[config.mk]
export PLATFORM = sky130hd
export DESIGN_NAME = fibonacci_mod_pisano_core
export DESIGN_NICKNAME = d
export VERILOG_FILES = /design/src/sv/fmp_pkg.sv /design/src/sv/fmp_pair_unit.sv /design/src/sv/fmp_rem_unit.sv /design/src/sv/fibonacci_mod_pisano_core.sv
export SDC_FILE = /design/constraint.sdc
export NUM_CORES = 1
export LEC_CHECK = 0
export ABC_AREA = 1
export ABC_CLOCK_PERIOD_IN_PS = 5030
export BUFFER_PORTS_ARGS = -buffer_cell sky130_fd_sc_hd__buf_4
export CAP_MARGIN = 25
export CELL_PAD_IN_SITES_DETAIL_PLACEMENT = 1
export CELL_PAD_IN_SITES_GLOBAL_PLACEMENT = 2
export CORE_MARGIN = 2
export CORE_UTILIZATION = 37
export DETAILED_ROUTE_END_ITERATION = 10
export GPL_ROUTABILITY_DRIVEN = 1
export PLACE_DENSITY = 0.91
export SLEW_MARGIN = 20
export SYNTH_ARGS = -nofsm -noshare
export SYNTH_HDL_FRONTEND = slang
export SYNTH_SLANG_ARGS = --single-unit
export TNS_END_PERCENT = 20
[constraint.sdc]
create_clock -name clk -period 5.03 [get_ports clk]
set_input_delay 0.503 -clock clk [delete_from_list [all_inputs] [get_ports clk]]
set_output_delay 0.503 -clock clk [all_outputs]
set_load 0.02 [all_outputs]
[src/sv/fmp_pkg.sv]
// shared types and constants for the fibonacci mod m / pisano period core
// no dependencies; imported by every module of the block
package fmp_pkg;

    localparam int MOD_BITS     = 16;
    localparam int INDEX_BITS   = 63;
    localparam int PERIOD_BITS  = 19;
    localparam int DIV_CNT_BITS = $clog2(INDEX_BITS + 1);

    typedef logic [MOD_BITS-1:0]     mod_t;
    typedef logic [INDEX_BITS-1:0]   index_t;
    typedef logic [PERIOD_BITS-1:0]  period_t;
    typedef logic [DIV_CNT_BITS-1:0] div_cnt_t;

    typedef enum logic [1:0] {
        ST_IDLE,
        ST_PERIOD,
        ST_DIVIDE,
        ST_ITER
    } state_t;

    // commands to the residue pair unit
    typedef struct packed {
        logic load;
        logic step;
    } pair_cmd_t;

    // status of the residue pair unit
    typedef struct packed {
        mod_t cur;
        mod_t sum;
    } pair_stat_t;

    // commands to the serial remainder unit
    typedef struct packed {
        logic load;
        logic step;
    } div_cmd_t;

    // status of the serial remainder unit
    typedef struct packed {
        logic    finished;
        period_t rem;
    } div_stat_t;

endpackage

[src/sv/fmp_pair_unit.sv]
// residue pair (prev, cur) of the fibonacci sequence mod m with one modular adder
// depends on fmp_pkg
module fmp_pair_unit
    import fmp_pkg::*;
(
    input  logic       clk,
    input  mod_t       modulus,
    input  pair_cmd_t  cmd,
    output pair_stat_t stat
);

    mod_t                prev_reg;
    mod_t                prev_next;
    mod_t                cur_reg;
    mod_t                cur_next;
    logic [MOD_BITS:0]   raw_sum;
    mod_t                sum_mod;

    // add then conditional subtract of m
    always_comb
    begin
        raw_sum = {1'b0, prev_reg} + {1'b0, cur_reg};
        if (raw_sum >= {1'b0, modulus})
        begin
            raw_sum = raw_sum - {1'b0, modulus};
        end
        sum_mod = raw_sum[MOD_BITS-1:0];
    end

    // pair update
    always_comb
    begin
        prev_next = prev_reg;
        cur_next  = cur_reg;
        if (cmd.load)
        begin
            prev_next = '0;
            cur_next  = mod_t'(1);
        end
        else if (cmd.step)
        begin
            prev_next = cur_reg;
            cur_next  = sum_mod;
        end
    end

    always_ff @(posedge clk)
    begin
        prev_reg <= prev_next;
        cur_reg  <= cur_next;
    end

    assign stat.cur = cur_reg;
    assign stat.sum = sum_mod;

endmodule

[src/sv/fmp_rem_unit.sv]
// restoring serial remainder: index mod period, one index bit per cycle while step is held
// depends on fmp_pkg
module fmp_rem_unit
    import fmp_pkg::*;
(
    input  logic      clk,
    input  logic      rst_n,
    input  index_t    dividend,
    input  period_t   divisor,
    input  div_cmd_t  cmd,
    output div_stat_t stat
);

    index_t                 shift_reg;
    index_t                 shift_next;
    period_t                rem_reg;
    period_t                rem_next;
    div_cnt_t               cnt_reg;
    div_cnt_t               cnt_next;
    logic [PERIOD_BITS:0]   trial;

    // shift in the next index bit, subtract the divisor when it fits
    always_comb
    begin
        trial = {rem_reg, shift_reg[INDEX_BITS-1]};
        if (trial >= {1'b0, divisor})
        begin
            trial = trial - {1'b0, divisor};
        end
    end

    always_comb
    begin
        shift_next = shift_reg;
        rem_next   = rem_reg;
        cnt_next   = cnt_reg;
        if (cmd.load)
        begin
            shift_next = dividend;
            rem_next   = '0;
            cnt_next   = div_cnt_t'(INDEX_BITS);
        end
        else if (cmd.step && (cnt_reg != '0))
        begin
            shift_next = {shift_reg[INDEX_BITS-2:0], 1'b0};
            rem_next   = trial[PERIOD_BITS-1:0];
            cnt_next   = cnt_reg - div_cnt_t'(1);
        end
    end

    // bit counter is control state
    always_ff @(posedge clk or negedge rst_n)
    begin
        if (!rst_n)
        begin
            cnt_reg <= '0;
        end
        else
        begin
            cnt_reg <= cnt_next;
        end
    end

    always_ff @(posedge clk)
    begin
        shift_reg <= shift_next;
        rem_reg   <= rem_next;
    end

    assign stat.finished = (cnt_reg == '0);
    assign stat.rem      = rem_reg;

endmodule

[src/sv/fibonacci_mod_pisano_core.sv]
// F(n) mod m via the pisano period: sequencer with a shared modular adder
// for m of 0 or 1 no search is made; otherwise P, the pisano period (at most 6m), is found,
// then k = n mod P, then F(k) when k >= 2; P and F(k) are stepped on the one modular adder and
// the remainder takes one index bit per cycle; busy stays high for a whole request with m >= 2
// throughput: one request at a time, the next is taken in the cycle done is shown
// reset: asynchronous active-low, returns to idle with busy and done low
module fibonacci_mod_pisano_core
    import fmp_pkg::*;
(
    input  logic    clk,
    input  logic    rst_n,
    input  logic    start,
    output logic    busy,
    input  index_t  n_index,
    input  mod_t    modulus,
    output logic    done,
    output mod_t    fib_mod,
    output period_t period,
    output logic    bad_modulus
);

    state_t     state_reg;
    state_t     state_next;
    mod_t       m_reg;
    mod_t       m_next;
    period_t    steps_reg;
    period_t    steps_next;
    period_t    iter_cnt_reg;
    period_t    iter_cnt_next;
    period_t    period_reg;
    period_t    period_next;
    mod_t       fib_reg;
    mod_t       fib_next;
    logic       bad_reg;
    logic       bad_next;
    logic       done_reg;
    logic       done_next;
    pair_cmd_t  pair_cmd;
    pair_stat_t pair_stat;
    div_cmd_t   div_cmd;
    div_stat_t  div_stat;

    fmp_pair_unit u_pair (
        .clk     (clk),
        .modulus (m_reg),
        .cmd     (pair_cmd),
        .stat    (pair_stat)
    );

    fmp_rem_unit u_rem (
        .clk      (clk),
        .rst_n    (rst_n),
        .dividend (n_index),
        .divisor  (period_reg),
        .cmd      (div_cmd),
        .stat     (div_stat)
    );

    // sequencer
    always_comb
    begin
        state_next    = state_reg;
        m_next        = m_reg;
        steps_next    = steps_reg;
        iter_cnt_next = iter_cnt_reg;
        period_next   = period_reg;
        fib_next      = fib_reg;
        bad_next      = bad_reg;
        done_next     = 1'b0;
        pair_cmd      = '0;
        div_cmd       = '0;
        unique case (state_reg)
            ST_IDLE:
            begin
                if (start)
                begin
                    m_next = modulus;
                    if (modulus == '0)
                    begin
                        fib_next    = '0;
                        period_next = '0;
                        bad_next    = 1'b1;
                        done_next   = 1'b1;
                    end
                    else if (modulus == mod_t'(1))
                    begin
                        fib_next    = '0;
                        period_next = period_t'(1);
                        bad_next    = 1'b0;
                        done_next   = 1'b1;
                    end
                    else
                    begin
                        bad_next      = 1'b0;
                        steps_next    = '0;
                        pair_cmd.load = 1'b1;
                        div_cmd.load  = 1'b1;
                        state_next    = ST_PERIOD;
                    end
                end
            end
            ST_PERIOD:
            begin
                // step until the pair 0,1 comes back
                pair_cmd.step = 1'b1;
                steps_next    = steps_reg + period_t'(1);
                if ((pair_stat.cur == '0) && (pair_stat.sum == mod_t'(1)))
                begin
                    period_next = steps_reg + period_t'(1);
                    state_next  = ST_DIVIDE;
                end
            end
            ST_DIVIDE:
            begin
                if (div_stat.finished)
                begin
                    if (div_stat.rem < period_t'(2))
                    begin
                        fib_next   = mod_t'(div_stat.rem[0]);
                        done_next  = 1'b1;
                        state_next = ST_IDLE;
                    end
                    else
                    begin
                        pair_cmd.load = 1'b1;
                        iter_cnt_next = div_stat.rem - period_t'(1);
                        state_next    = ST_ITER;
                    end
                end
                else
                begin
                    div_cmd.step = 1'b1;
                end
            end
            ST_ITER:
            begin
                // k-1 steps from the pair 0,1
                if (iter_cnt_reg == '0)
                begin
                    fib_next   = pair_stat.cur;
                    done_next  = 1'b1;
                    state_next = ST_IDLE;
                end
                else
                begin
                    pair_cmd.step = 1'b1;
                    iter_cnt_next = iter_cnt_reg - period_t'(1);
                end
            end
            default:
            begin
                state_next = ST_IDLE;
            end
        endcase
    end

    // control state
    always_ff @(posedge clk or negedge rst_n)
    begin
        if (!rst_n)
        begin
            state_reg <= ST_IDLE;
            done_reg  <= 1'b0;
        end
        else
        begin
            state_reg <= state_next;
            done_reg  <= done_next;
        end
    end

    // working and result registers
    always_ff @(posedge clk)
    begin
        m_reg        <= m_next;
        steps_reg    <= steps_next;
        iter_cnt_reg <= iter_cnt_next;
        period_reg   <= period_next;
        fib_reg      <= fib_next;
        bad_reg      <= bad_next;
    end

    assign busy        = (state_reg != ST_IDLE);
    assign done        = done_reg;
    assign fib_mod     = fib_reg;
    assign period      = period_reg;
    assign bad_modulus = bad_reg;

endmodule

* Yosys cells after proc, flatten, opt, wreduce, memory -nomap -nowiden *
Cells that the tools add are included.

storage, ports and cells
  bits in registers = 213
  word-level logic and storage cells = 110
  input port bits = 82
  output and inout port bits = 38

operators by class
  multiplexer cells = 53
  equality and inequality tests = 15
  reductions and logical operators = 19
  order comparisons = 3
  add/sub/neg operators = 7

operator list
  cell                   number
  $mux 19                11
  $mux 63                2
  $pmux 19 s2            3
  $mux 16                7
  $pmux 16 s3            1
  $sub 19x1->19 const B  2
  $eq 16x1->1 const B    2
  $logic_not 16->1       2
  $ge 20x19->1           1
  $add 19x1->19 const B  1
  $logic_not 19->1       1
  $lt 19x2->1 const B    1
  $sub 19x19->19         1
  $ne 2x2->1 const B     9
  $add 16x16->17         1
  $ge 17x16->1           1
  $mux 1                 16
  $sub 16x16->16         1
  $mux 2                 7
  $mux 6                 2
  $reduce_and 4->1       3
  $reduce_and 6->1       2
  $pmux 2 s4             1
  $reduce_bool 2->1      4
  12 further kinds       15

* Depth between registers and ports, before layout *
  depth after elaboration = 7
  mapped depth = 31
  gate-level depth less buffers = 30

* Cells and area by module *
From an unflattened synthesis, not the netlist that was laid out.

unflattened totals
  cell total of the unflattened synthesis = 1830
  area total of the unflattened synthesis = 13472.9 µm²

by module, submodules not included
  module                     seq. area each (µm²)  instances  area an instance (µm²)  cells each
  fmp_rem_unit               2422.3                1          5181.2                  700
  fibonacci_mod_pisano_core  2777.7                1          4777.1                  520
  fmp_pair_unit              640.6                 1          3514.6                  610

* Least setup slack after synthesis *
No wires, ideal clock.

  path kind = reg2reg
  from = register iter_cnt_reg[10]
  to = register fib_reg[0], in the netlist fib_mod[0], enable pin
  slack = 720 ps
  period minus slack after synthesis = 4310 ps
  library setup time = 478 ps
  cell stages (with the launch flop) = 8
  arrival = 3832 ps
  data required time = 4552 ps
  buffers on the path = 1
  cell sequence = edfxtp_1 nor4_1 nand3_1 nand3b_1 nand3_1 nand2_1 buf_2 a2111oi_0

on the way
  cells in the longest elaborated chain, start to end = 3

ends and longest elaborated chain
  element                            line                              RTL
  start, declared                    fibonacci_mod_pisano_core.sv:28   period_t iter_cnt_reg;
  start signal, assigned             fibonacci_mod_pisano_core.sv:177  iter_cnt_reg <= iter_cnt_next;
  $logic_not 19->1                   fibonacci_mod_pisano_core.sv:138  if (iter_cnt_reg == '0)
  $ne 2x2->1 (no source line)        n/a
  $reduce_and 6->1 (no source line)  n/a
  end signal, assigned               fibonacci_mod_pisano_core.sv:179  fib_reg <= fib_next;
  end, declared                      fibonacci_mod_pisano_core.sv:32   mod_t fib_reg;

Every way passes these cells.
A chain may end at the register's enable or synchronous reset.

* Worst setup path in the final report *
  from = register u_pair.cur_reg[0]
  to = register period_reg[13], in the netlist period[13], enable pin

on the way
  cells in the longest elaborated chain, start to end = 7
  elaborated cells between the ends (all ways) = 9
  classes of those cells = add/sub: 2; order compare: 1; eq/ne: 2; mux: 1; reduce/logical: 3

ends and longest elaborated chain
  element                                         line                                      RTL
  start, declared                                 fmp_pair_unit.sv:14                       mod_t cur_reg;
  start signal, assigned                          fmp_pair_unit.sv:50                       cur_reg <= cur_next;
  $add 16x16->17                                  fmp_pair_unit.sv:22                       raw_sum = {1'b0, prev_reg} + {1'b0, cur_reg};
  $sub 16x16->16 or $ge 17x16->1 (tied branches)  fmp_pair_unit.sv:25, fmp_pair_unit.sv:23
  $mux 16                                         fmp_pair_unit.sv:23                       if (raw_sum >= {1'b0, modulus})
  $eq 16x1->1                                     fibonacci_mod_pisano_core.sv:107          if ((pair_stat.cur == '0) && (pair_stat.sum == mod_t'(1)))
  $logic_and 1x1->1 *                             fibonacci_mod_pisano_core.sv:107
  $ne 2x2->1 (no source line) *                   n/a
  $reduce_and 4->1 (no source line) *             n/a
  end signal, assigned                            fibonacci_mod_pisano_core.sv:178          period_reg <= period_next;
  end, declared                                   fibonacci_mod_pisano_core.sv:30           period_t period_reg;

Every way passes the cells marked *; elsewhere a longest branch is shown, timed or not.

==> flow_metrics.env <==
export IMPL_synth_fa_ha_area_share_pct=6.15
export IMPL_crit_family="simple AND/OR/NAND/NOR gates"
export IMPL_synth_common_cells="nand2_1, inv_1, edfxtp_1"
export IMPL_crit_fanout=19
export IMPL_die_area_mm2=0.0344
export IMPL_grt_usage_pct=19.7
export IMPL_status="finished, final reports clean"
export IMPL_layout_setup_ws_ns=0.485
export IMPL_cp_depth=24
export IMPL_portBuffers=119
export IMPL_cp_arrival_ns=4.77
export IMPL_ys_seq_elements=213
export IMPL_grt_pass1_vias=10307
export IMPL_clockRootBuffer="clkbuf_16"
export IMPL_worst_pin_slew_ns=0.970
export IMPL_synthArstFlopShare_pct=4.23
export IMPL_grt_busiest_layer="met2"
export IMPL_use_met1_pct=24.4
export IMPL_dr_pass1_iters=4
export IMPL_core_area_mm2=0.0325
export IMPL_p_leak_nw=6.22
export IMPL_p_total_mw=10.2
export IMPL_clkSinkCount=213
export IMPL_largest_reg_flops=63
export IMPL_endpoint_kind="register"
export IMPL_crit_end="period[13]"
export IMPL_vias_per_cell=5.00
export IMPL_antenna_cells=0
export IMPL_synth_cell_area_mm2=0.0122
export IMPL_tns_ns=0
export IMPL_synthMuxAreaShare_pct=5.73
export IMPL_crit_reg2reg_launch="u_pair.cur_reg[0]"
export IMPL_drive_above_1_share_pct=18.2
export IMPL_grt_overflow_total=0
export IMPL_first_iter_violations=425
export IMPL_path_cells="ha_1, fa_1, nand3_1, nand2_1, nand2_1, nand2_1, nand2_1, nand3b_1, nand2_1, inv_1, ha_1, nand2_1, nor2_4, nand2_2, o21ai_2, a21oi_2, nand3_1, nand2_1, nand2_1, nor2_1, nand2_1, o21bai_2, and3_1, buf_4"
export IMPL_final_cell_area_mm2=0.0145
export IMPL_synth_top_area_share_pct=37.7
export IMPL_h_tree_depth=1
export IMPL_gp_congestion=0.849
export IMPL_cts_tree="done"
export IMPL_fmax_mhz=220
export IMPL_worstSetupPathType="reg2reg"
export IMPL_die_y_um=185
export IMPL_clk_latency_ns=0.55
export IMPL_grtUsageMet3_pct=2.34
export IMPL_layoutNonFillerInstCount=1940
export IMPL_grt_max_degree=83
export IMPL_clockBufferDepth=3
export IMPL_syn_num_nets=1492
export IMPL_period_share_pct=90.4
export IMPL_drc=0
export IMPL_ys_warn_count=0
export IMPL_placed_area_mm2=0.0135
export IMPL_synthTopCellsByArea="edfxtp_1, dfxtp_1, nand2_1"
export IMPL_synth_edf_count=153
export IMPL_critical_path_buf_inv_count=2
export IMPL_ys_types=56
export IMPL_start_util_pct=37.5
export IMPL_synth_seq_area_share_pct=48.0
export IMPL_ff2ff_path_depth=24
export IMPL_syn2layout_area_growth_pct=18.7
export IMPL_synth_main_ff_cell="edfxtp_1"
export IMPL_power_density_mw_per_mm2=709
export IMPL_final_core_util_pct=44.5
export IMPL_cp_slowest_cell="a21oi_2"
export IMPL_synth_compound_area_share_pct=10.0
export IMPL_route_vias_total=9698
export IMPL_place_inst=1888
export IMPL_antenna_left=0
export IMPL_fin_crit_ns=4.54
export IMPL_irDropWorstVdd_mv=0.341
export IMPL_hold_viol=0
export IMPL_slew_violations=0
export IMPL_yosysMostFrequentCell="nand2_1"
export IMPL_hold_slack_ns=0.146
export IMPL_die_x_um=185
export IMPL_rsz0062_at_grt="false"
export IMPL_synth_area_per_cell_um2=9.01
export IMPL_cts_buffers=27
export IMPL_synth_largest_area_cell="edfxtp_1"
export IMPL_fin_nets=1617
export IMPL_drt_wirelength_per_cell_um=17.3
export IMPL_hp_class="in2reg"
export IMPL_grt_pass1_wl_um=53600
export IMPL_grt_antenna_before_repair=0
export IMPL_hpwl_um=25800
export IMPL_maxSlewHeadroom_pct=35.1
export IMPL_crit_required_ns=5.26
export IMPL_startpoint="u_pair.cur_reg[0]"
export IMPL_path_common_cell="nand2_1"
export IMPL_totalWireLength_um=33600
export IMPL_setup_viol=0
export IMPL_worstSetupStartpointType="register"
export IMPL_slowest_delay_ns=0.44
export IMPL_synthSimpleGateAreaFrac_pct=18.6
export IMPL_num_rows=66
export IMPL_synth_xor_area_share_pct=3.52
export IMPL_place_ws_ns=0.531
export IMPL_drv_cap=0
export IMPL_r2r_end="period[13]"
export IMPL_use_met2_pct=35.7
export IMPL_synth_cells=1352
export IMPL_worst_r2r_setup_slack_ns=0.49
export IMPL_clkTransAtPathRegs_ns=0.06
export IMPL_synth_top_family_by_area="simple AND/OR/NAND/NOR gates"
export IMPL_skew_ns=0.0120
export IMPL_io_pins=120
## cell type report
type                       instances  area [µm²]
fill                            3839       18000
sequential                       213        5840
multi-input combinational        894        5390
timing repair buffer             127         976
inverter                         214         803
clock buffer                      33         739
tap                              442         553
clock inverter                    17         154
## worst min-delay path by stage
stage                     slack [ns]        from  cells after the start       end
after floorplan                 0.21       rst_n                      0      done
after global placement          0.34       rst_n                      1      done
after detailed placement        0.34       rst_n                      1      done
after CTS                       0.12  modulus[8]                      1  m_reg[8]
after global routing            0.13  modulus[8]                      1  m_reg[8]
final                           0.15  modulus[8]                      1  m_reg[8]
## routing by layer
layer	up-vias	routed length (µm)
met1	4685	14700
met2	140	17100
met5	-	0
met3	53	929
met4	0	794
li1	4820	-
## placed cells by master, fill, tap and decap left out, types with 4 or more instances in the layout
cell / synthesis / layout
o21ai_1: 9 / 9
nor2_1: 102 / 102
nor3_1: 18 / 17
clkinv_1: 2 / 7
buf_4: 3 / 125
xnor2_1: 8 / 8
nand2_2: 11 / 12
mux2_2: 62 / 62
inv_2: 4 / 4
nand3b_1: 9 / 9
o21ai_0: 85 / 85
a21oi_1: 80 / 80
clkinv_2: 0 / 5
inv_1: 208 / 208
clkbuf_16: 0 / 28
ha_1: 55 / 55
dfrtp_1: 9 / 9
nand3_1: 72 / 71
nand3_2: 4 / 5
o21bai_1: 5 / 5
xor2_1: 41 / 41
nor4_1: 15 / 15
edfxtp_1: 153 / 153
o22ai_1: 8 / 8
dfxtp_1: 51 / 51
a211oi_1: 7 / 7
nand2_1: 242 / 240
nand2_4: 3 / 4
nand4_1: 15 / 15
## power breakdown
part,switching (mW),leakage [nW],internal (mW)
combinational,3.90,3.80,2.03
sequential,0.171,1.99,2.21
clock,0.788,0.438,1.15
## repair_timing
action	4_1_cts	5_1_grt
hold endpoints to repair	9	0
buffers inserted	0	0
hold buffers	1	0
gates resized for setup	0	0
## logic make-up (layout without fill, tap and decap cells)
| family | Yosys count | in the layout |
|---|---|---|
| AOI/OAI and AO/OA | 220 | 220 |
| xor gates and xnor gates | 49 | 49 |
| adders and majority gates | 58 | 58 |
| buffers and inverters | 245 | 391 |
| DFF | 213 | 213 |
| muxes | 62 | 62 |
| and+or+nand+nor | 505 | 505 |
No activity file was read; power rests on OpenSTA's default activity.
